**src/hdl/spq_pkg.sv**
```systemverilog
// shared types and codes for the stable priority queue
// no dependencies
package spq_pkg;

    localparam int CAPACITY_DEF = 16;
    localparam int ID_W         = 16;
    localparam int PRIO_W       = 8;
    localparam int ARR_W        = 32;
    localparam int STATUS_W     = 2;
    localparam int OCC_W        = 5;

    localparam logic KIND_ENQ = 1'b0;
    localparam logic KIND_DEQ = 1'b1;

    localparam logic [STATUS_W-1:0] ST_ENQ   = 2'd0;
    localparam logic [STATUS_W-1:0] ST_DEQ   = 2'd1;
    localparam logic [STATUS_W-1:0] ST_EMPTY = 2'd2;
    localparam logic [STATUS_W-1:0] ST_FULL  = 2'd3;

    typedef struct packed {
        logic [ID_W-1:0]   id;
        logic [PRIO_W-1:0] prio;
        logic [ARR_W-1:0]  arr;
    } t_entry;

    // per-cycle command broadcast to every cell
    typedef struct packed {
        logic   enq;
        logic   deq;
        t_entry ins;
    } t_cell_ctl;

endpackage

```
**src/hdl/spq_cell.sv**
```systemverilog
// one slot of the sorted queue: holds an entry and moves it to a neighbour
// depends on spq_pkg
module spq_cell import spq_pkg::*; (
    input  logic      i_clk,
    input  t_cell_ctl i_ctl,
    input  logic      i_occupied,
    input  logic      i_prev_ahead,
    input  t_entry    i_prev_entry,
    input  t_entry    i_next_entry,
    output logic      o_ahead,
    output t_entry    o_entry
);

    t_entry r_entry;
    t_entry n_entry;

    // stored entry stays ahead of the new one: higher prio, or equal and not later
    assign o_ahead = i_occupied &&
                     ((r_entry.prio > i_ctl.ins.prio) ||
                      ((r_entry.prio == i_ctl.ins.prio) && (r_entry.arr <= i_ctl.ins.arr)));
    assign o_entry = r_entry;

    always_comb begin
        n_entry = r_entry;
        if (i_ctl.enq) begin
            if (o_ahead) begin
                n_entry = r_entry;
            end else if (i_prev_ahead) begin
                n_entry = i_ctl.ins;
            end else begin
                n_entry = i_prev_entry;
            end
        end else if (i_ctl.deq) begin
            n_entry = i_next_entry;
        end
    end

    always_ff @(posedge i_clk) begin
        r_entry <= n_entry;
    end

endmodule

```
**src/hdl/stable_priority_queue.sv**
```systemverilog
// stable priority queue top level: a row of sorting cells plus count and result register
// depends on spq_pkg and spq_cell
//
// Requests arrive on the input channel (i_in_valid / o_in_stall) with i_kind
// selecting enqueue or dequeue; results leave on the output channel
// (o_out_valid / i_out_stall), one result per request, in request order.
// Every cell compares its own entry with the new key in parallel, so an
// enqueue lands in its sorted place and a dequeue shifts the row up by one,
// all cells updating together. A result is valid in the cycle after
// acceptance; throughput is one request per cycle while the receiver takes
// results. The result register is the only buffer: while it holds a result
// that the receiver stalls, o_in_stall is high and no request is taken.
// Entries of equal priority and arrival leave in insertion order.
// Reset empties the queue (count to zero) and drops any held result (valid
// low); cell contents are not cleared, as only occupied cells are ever read.
// Occupancy is reported modulo 32.
module stable_priority_queue import spq_pkg::*; #(
    parameter int CAPACITY = CAPACITY_DEF
) (
    input  logic                i_clk,
    input  logic                i_rst_n,
    input  logic                i_in_valid,
    output logic                o_in_stall,
    input  logic                i_kind,
    input  logic [ID_W-1:0]     i_proc_id,
    input  logic [PRIO_W-1:0]   i_prio,
    input  logic [ARR_W-1:0]    i_arrival,
    output logic                o_out_valid,
    input  logic                i_out_stall,
    output logic [STATUS_W-1:0] o_status,
    output logic [ID_W-1:0]     o_out_id,
    output logic [PRIO_W-1:0]   o_out_prio,
    output logic [OCC_W-1:0]    o_occupancy
);

    localparam int CW = $clog2(CAPACITY + 1);

    logic [CW-1:0]       r_count;
    logic [CW-1:0]       n_count;
    logic                r_out_valid;
    logic                n_out_valid;
    logic [STATUS_W-1:0] r_status;
    logic [STATUS_W-1:0] n_status;
    logic [ID_W-1:0]     r_out_id;
    logic [ID_W-1:0]     n_out_id;
    logic [PRIO_W-1:0]   r_out_prio;
    logic [PRIO_W-1:0]   n_out_prio;
    logic [OCC_W-1:0]    r_occ;
    logic [OCC_W-1:0]    n_occ;

    logic      accept;
    logic      full;
    logic      empty;
    t_cell_ctl ctl;
    logic      ahead [CAPACITY];
    t_entry    entry [CAPACITY];

    assign o_in_stall = r_out_valid && i_out_stall;
    assign accept     = i_in_valid && !o_in_stall;
    assign full       = (r_count == CW'(CAPACITY));
    assign empty      = (r_count == '0);

    assign ctl.enq = accept && (i_kind == KIND_ENQ) && !full;
    assign ctl.deq = accept && (i_kind == KIND_DEQ) && !empty;
    assign ctl.ins = '{id: i_proc_id, prio: i_prio, arr: i_arrival};

    for (genvar g = 0; g < CAPACITY; g++) begin : g_cell
        logic   prev_ahead;
        t_entry prev_entry;
        t_entry next_entry;
        if (g == 0) begin : g_head
            assign prev_ahead = 1'b1;
            assign prev_entry = ctl.ins;
        end else begin : g_mid
            assign prev_ahead = ahead[g-1];
            assign prev_entry = entry[g-1];
        end
        if (g == CAPACITY - 1) begin : g_tail
            assign next_entry = entry[g];
        end else begin : g_body
            assign next_entry = entry[g+1];
        end
        spq_cell u_cell (
            .i_clk       (i_clk),
            .i_ctl       (ctl),
            .i_occupied  (CW'(g) < r_count),
            .i_prev_ahead(prev_ahead),
            .i_prev_entry(prev_entry),
            .i_next_entry(next_entry),
            .o_ahead     (ahead[g]),
            .o_entry     (entry[g])
        );
    end

    always_comb begin
        n_count     = r_count;
        n_out_valid = r_out_valid && i_out_stall;
        n_status    = r_status;
        n_out_id    = r_out_id;
        n_out_prio  = r_out_prio;
        n_occ       = r_occ;
        if (ctl.enq) begin
            n_count = r_count + CW'(1);
        end else if (ctl.deq) begin
            n_count = r_count - CW'(1);
        end
        if (accept) begin
            n_out_valid = 1'b1;
            n_out_id    = '0;
            n_out_prio  = '0;
            n_occ       = OCC_W'(n_count);
            if (i_kind == KIND_ENQ) begin
                n_status = full ? ST_FULL : ST_ENQ;
            end else if (empty) begin
                n_status = ST_EMPTY;
            end else begin
                n_status   = ST_DEQ;
                n_out_id   = entry[0].id;
                n_out_prio = entry[0].prio;
            end
        end
    end

    always_ff @(posedge i_clk) begin
        if (!i_rst_n) begin
            r_count     <= '0;
            r_out_valid <= 1'b0;
        end else begin
            r_count     <= n_count;
            r_out_valid <= n_out_valid;
        end
    end

    always_ff @(posedge i_clk) begin
        r_status   <= n_status;
        r_out_id   <= n_out_id;
        r_out_prio <= n_out_prio;
        r_occ      <= n_occ;
    end

    assign o_out_valid = r_out_valid;
    assign o_status    = r_status;
    assign o_out_id    = r_out_id;
    assign o_out_prio  = r_out_prio;
    assign o_occupancy = r_occ;

endmodule

```
**config.mk**
```make
export PLATFORM = sky130hd
export DESIGN_NAME = stable_priority_queue
export DESIGN_NICKNAME = d
export VERILOG_FILES = /design/src/hdl/spq_pkg.sv /design/src/hdl/spq_cell.sv /design/src/hdl/stable_priority_queue.sv
export SDC_FILE = /design/constraint.sdc
export NUM_CORES = 2
export LEC_CHECK = 0
export ABC_AREA = 0
export BUFFER_PORTS_ARGS = -buffer_cell sky130_fd_sc_hd__buf_4
export CORE_UTILIZATION = 55
export CTS_CLUSTER_DIAMETER = 50
export DETAILED_ROUTE_END_ITERATION = 16
export PLACE_DENSITY_LB_ADDON = 0.1
export SETUP_SLACK_MARGIN = 0.15
export SYNTH_ARGS = -nofsm -noshare
export SYNTH_HDL_FRONTEND = slang
export SYNTH_SLANG_ARGS = --single-unit
```
**constraint.sdc**
```tcl
create_clock -name i_clk -period 13.9 [get_ports i_clk]
set_clock_uncertainty 0.05 [all_clocks]
set_input_delay 2.085 -clock i_clk [delete_from_list [all_inputs] [get_ports i_clk]]
set_output_delay 2.085 -clock i_clk [all_outputs]
set_load 0.01 [all_outputs]
```
==> run summary <==
STA
------------------------------------------------------------------------------------
Unrepaired setup endpoints after global routing                                   no
Number of setup violations in the final report                                     0
Share of the clock period used by the worst path                               49.9%
Final critical path time including I/O delays and setup                      6.93 ns
Slew HR                                                                        7.89%
Final TNS setup                                                                 0 ns
Worst Tran Pin Value                                                         1.35 ns
Fin. max-slew vios                                                                 0
Fmax                                                                         144 MHz
Setup ws final                                                               6.97 ns
Count of endpoints failing hold in the final timing report                         0

SYNTHESIS
------------------------------------------------------------------------------------
Area fraction of the dominant cell type after synthesis                        45.9%
Most common flop cell mapped by yosys                                   sky130_fd_sc_hd__edfxtp_1
Mapped Nets                                                                     6791
Synth top area cells                                                    sky130_fd_sc_hd__edfxtp_1 (46%), sky130_fd_sc_hd__ha_1 (13%), sky130_fd_sc_hd__a21oi_1 (8.7%)
Gate count of the mapped netlist                                                6087
Register bit total from synthesis                                                933
Library cell with the largest summed area after synthesis               sky130_fd_sc_hd__edfxtp_1
Count of unique library cells instantiated by Yosys                               74
Sequential-to-total area share from yosys stat                                 46.1%
Synthesized area                                                           60700 um2
Share of flip-flops with an asynchronous set or reset after synthesis             0%
Mean instance size in the synthesized netlist                               9.97 um2
Synth warn                                                                         0
Number of enable-type register cells in the synthesized netlist                  927

GRT
------------------------------------------------------------------------------------
Fraction of met1 tracks used by global routing                                 53.1%
GR met3 Demand/Resource                                                        7.87%
Antenna violations before repair                                                   5
Pin count of the biggest net entering global routing                             225
Met2 global-route usage                                                        60.1%
Overall global routing resource usage                                          39.4%
Wire length of the first global-routing pass                               324000 um
Total grt overflow                                                                 0
Busiest metal layer after global routing                                        met2
Number of global-route vias before repair                                      48400

SETUP PATH
------------------------------------------------------------------------------------
Highest net fanout along the worst path                                           43
Data required time at the worst endpoint                                    14.44 ns
List of cells traversed by the critical path                            buf_4, inv_1, ha_1, nand4_1, nor4_1, and3b_1, o32ai_1, and3_4, buf_4, a21oi_1, a21oi_1
Worst reg2reg endpoint                                                  g_cell[4].u_cell.o_entry[9]$_DFFE_PP_
Sort of element at the end of the critical path                            flip-flop
Depth of the most critical reg-to-reg path                                         8
Category of the critical setup timing path                                 in -> reg
Register-to-Register Setup Slack                                             7.94 ns
CP max stage delay                                                           1.22 ns
Startpoint types                                                        primary input
Critical-path top delay cell                                            sky130_fd_sc_hd__nor4_1
Critical path data arrival time                                              7.48 ns
R2R Path Start                                                          r_count[1]$_SDFF_PN0_

CLOCKING
------------------------------------------------------------------------------------
Number of buffers added to fix hold violations after cts                           0
Post-CTS setup-driven buffer insertion count                                       0
Worst-skew pair later-pin latency                                            0.76 ns
H-tree depth reported by CTS                                                       4
Reg clk slew, reported paths                                                 0.06 ns
Number of clock buffers inserted by TritonCTS                                    136
Clock Tree Buf Depth                                                               3
CTS tree                                                                        done
CTS root buffer                                                         sky130_fd_sc_hd__clkbuf_16
Clock sink total                                                                 933
Post-cts gate resize count                                                         0

POWER AND IR DROP
------------------------------------------------------------------------------------
Cell-internal power                                                        0.00635 W
Combinational share of power                                                   21.0%
Power density over cell area                                              140 nW/um2
Clock share of power                                                           37.9%
IR drop worst, VDD                                                          0.161 mV
Sw Share                                                                       32.0%
Leakage component of the power                                               25.6 nW
Net switching component of the power                                       0.00299 W
Power after layout                                                         0.00933 W
Portion of total power attributed to sequential cells                          41.1%

CELLS AND AREA
------------------------------------------------------------------------------------
Final instance count without filler cells                                       7527
Combined flip-flop and latch cell area                                     28000 um2
Area of the multi-input gates                                              30900 um2
Fraction of the core area covered by cells at the end of the flow              61.3%
Layout overhead on the synthesized area                                        10.2%
Nets                                                                            6649
Leading cell type in the layout, fill and taps excluded                 sky130_fd_sc_hd__a21oi_1
Share of cells above drive strength 1                                          7.22%
Most used cells in the layout excluding fill and tap cells              sky130_fd_sc_hd__a21oi_1 (1054), sky130_fd_sc_hd__edfxtp_1 (927), sky130_fd_sc_hd__nor2_1 (728)
Fillers                                                                         8996

PLACE
------------------------------------------------------------------------------------
Detailed-placement wirelength estimate                                     145000 um
Buffers added on ports                                                            93
Placement Setup Slack                                                        6.48 ns
DP Cell Count                                                                   7283
RD Place Congestion                                                             1.00

DRT
------------------------------------------------------------------------------------
Post-route antenna net violation count                                             0
Per-cell routed wire length                                                  29.8 um
Via Count                                                                      51000
Initial DRC count                                                               6985
Final WL                                                                   224000 um
Detailed-route vias per instance                                                6.78
Number of remaining DRC errors                                                     0
Number of iterations in the first detailed-routing pass                            6

HOLD PATH
------------------------------------------------------------------------------------
Worst min-delay path category                                             reg -> reg
Worst Min Path Start                                                    g_cell[1].u_cell.o_entry[54]$_DFFE_PP_
Min-Delay Path Depth                                                               2
Worst Hold Endpoint                                                     g_cell[0].u_cell.o_entry[54]$_DFFE_PP_

DIE
------------------------------------------------------------------------------------
Area of the die                                                           112000 um2
Effective utilization at floorplan                                             55.6%
Die Wd                                                                        334 um
Cell row count                                                                   121
IO Pins                                                                           94
Core area                                                                 109000 um2
Floorplan die height                                                          334 um

JOB
------------------------------------------------------------------------------------
Number of violations of the max-capacitance limit                                  0

RUN STATUS
------------------------------------------------------------------------------------
Run status                                                              complete, no violations

[state kept, by name, indices dropped and copies added, names as in the netlist]
signal	flops
r_count	5
o_occupancy	5
o_out_id	16
g_cell.u_cell.o_entry	896
o_status	2
o_out_valid	1
o_out_prio	8
[power groups by stage]
stage	logic, W	registers, W	clock network, W
2_1_floorplan	0.00123	0.00378	0
3_3_place_gp	0.00184	0.00388	0
3_5_place_dp	0.00190	0.00388	0
4_1_cts	0.00191	0.00382	0.00356
5_1_grt	0.00212	0.00386	0.00365
6_report	0.00196	0.00383	0.00354
[worst max-delay path, delay by kind of cell]
family | cells | cell delay, ns
compound gates | 3 | 0.83
fa+ha+maj | 1 | 0.48
buf+inv | 3 | 1.44
simple gates | 4 | 2.56
[synth_stat cells, drive strengths merged (12+ instances only)]
master / count
buf: 81
o21a: 12
a21oi: 1054
o211ai: 19
a31oi: 181
edfxtp: 927
o21ai: 427
ha: 643
nor2: 729
nand2b: 22
mux2: 56
a21o: 96
nor3: 15
nand3: 34
and2: 34
clkbuf: 373
nand2: 490
a211oi: 26
and4: 31
a221o: 12
nand4: 123
a22oi: 13
nor4: 17
nor2b: 25
inv: 77
mux2i: 448
[how the worst max path moves through the flow]
| stage | start | end | slack [ns] | cells past startpoint |
|---|---|---|---|---|
| floorplan | i_arrival[29] | g_cell[0].u_cell.o_entry[0]$_DFFE_PP_ | 5.14 | 11 |
| global placement | i_arrival[9] | g_cell[5].u_cell.o_entry[52]$_DFFE_PP_ | 5.83 | 11 |
| detailed placement | i_arrival[29] | g_cell[5].u_cell.o_entry[6]$_DFFE_PP_ | 6.48 | 12 |
| CTS | i_arrival[29] | g_cell[5].u_cell.o_entry[8]$_DFFE_PP_ | 7.29 | 12 |
| global route | i_arrival[28] | g_cell[5].u_cell.o_entry[54]$_DFFE_PP_ | 7.01 | 12 |
| finish | i_arrival[9] | g_cell[3].u_cell.o_entry[21]$_DFFE_PP_ | 6.97 | 11 |
[kinds of logic (layout without fill, tap and decap cells)]
group                    count (synthesis)  after routing  share of synthesized area (%)
flip-flops                             933            933                           46.1
AND/OR/NAND/NOR                       1560           1560                           11.2
multiplexers                           504            504                           8.43
adder cells (fa/ha/maj)                643            643                           13.3
other                                    0              1                              0
buffers and inverters                  531            494                           3.59
XOR/XNOR                                 4              4                         0.0577
AO/OA/AOI/OAI                         1912           1912                           17.4
[per-stage QoR]
stage	instance area [um2]	hold WS, ns
2_1_floorplan	60700	0.466
3_3_place_gp	62300	0.474
3_5_place_dp	62300	0.479
4_1_cts	66900	0.495
5_1_grt	66900	0.527
6_report	66900	0.496
[layer usage]
metal	wire length [um]	share of wire (%)
met1	88300	39
met2	99000	44
met3	24600	11
met4	12300	5.5
met5	29	0.013
[area by class of cell]
| class | count | area share [%] |
|---|---|---|
| inverters | 77 | 0.432 |
| repair buffers | 174 | 1.99 |
| clock buffers | 165 | 5.53 |
| diodes | 1 | 0.00374 |
| flip-flops and latches | 933 | 41.8 |
| multi-input cells | 4623 | 46.2 |
| clock inverters | 78 | 1.29 |
| well taps | 1476 | 2.76 |
Note: power is estimated with default switching activity, not from simulation.
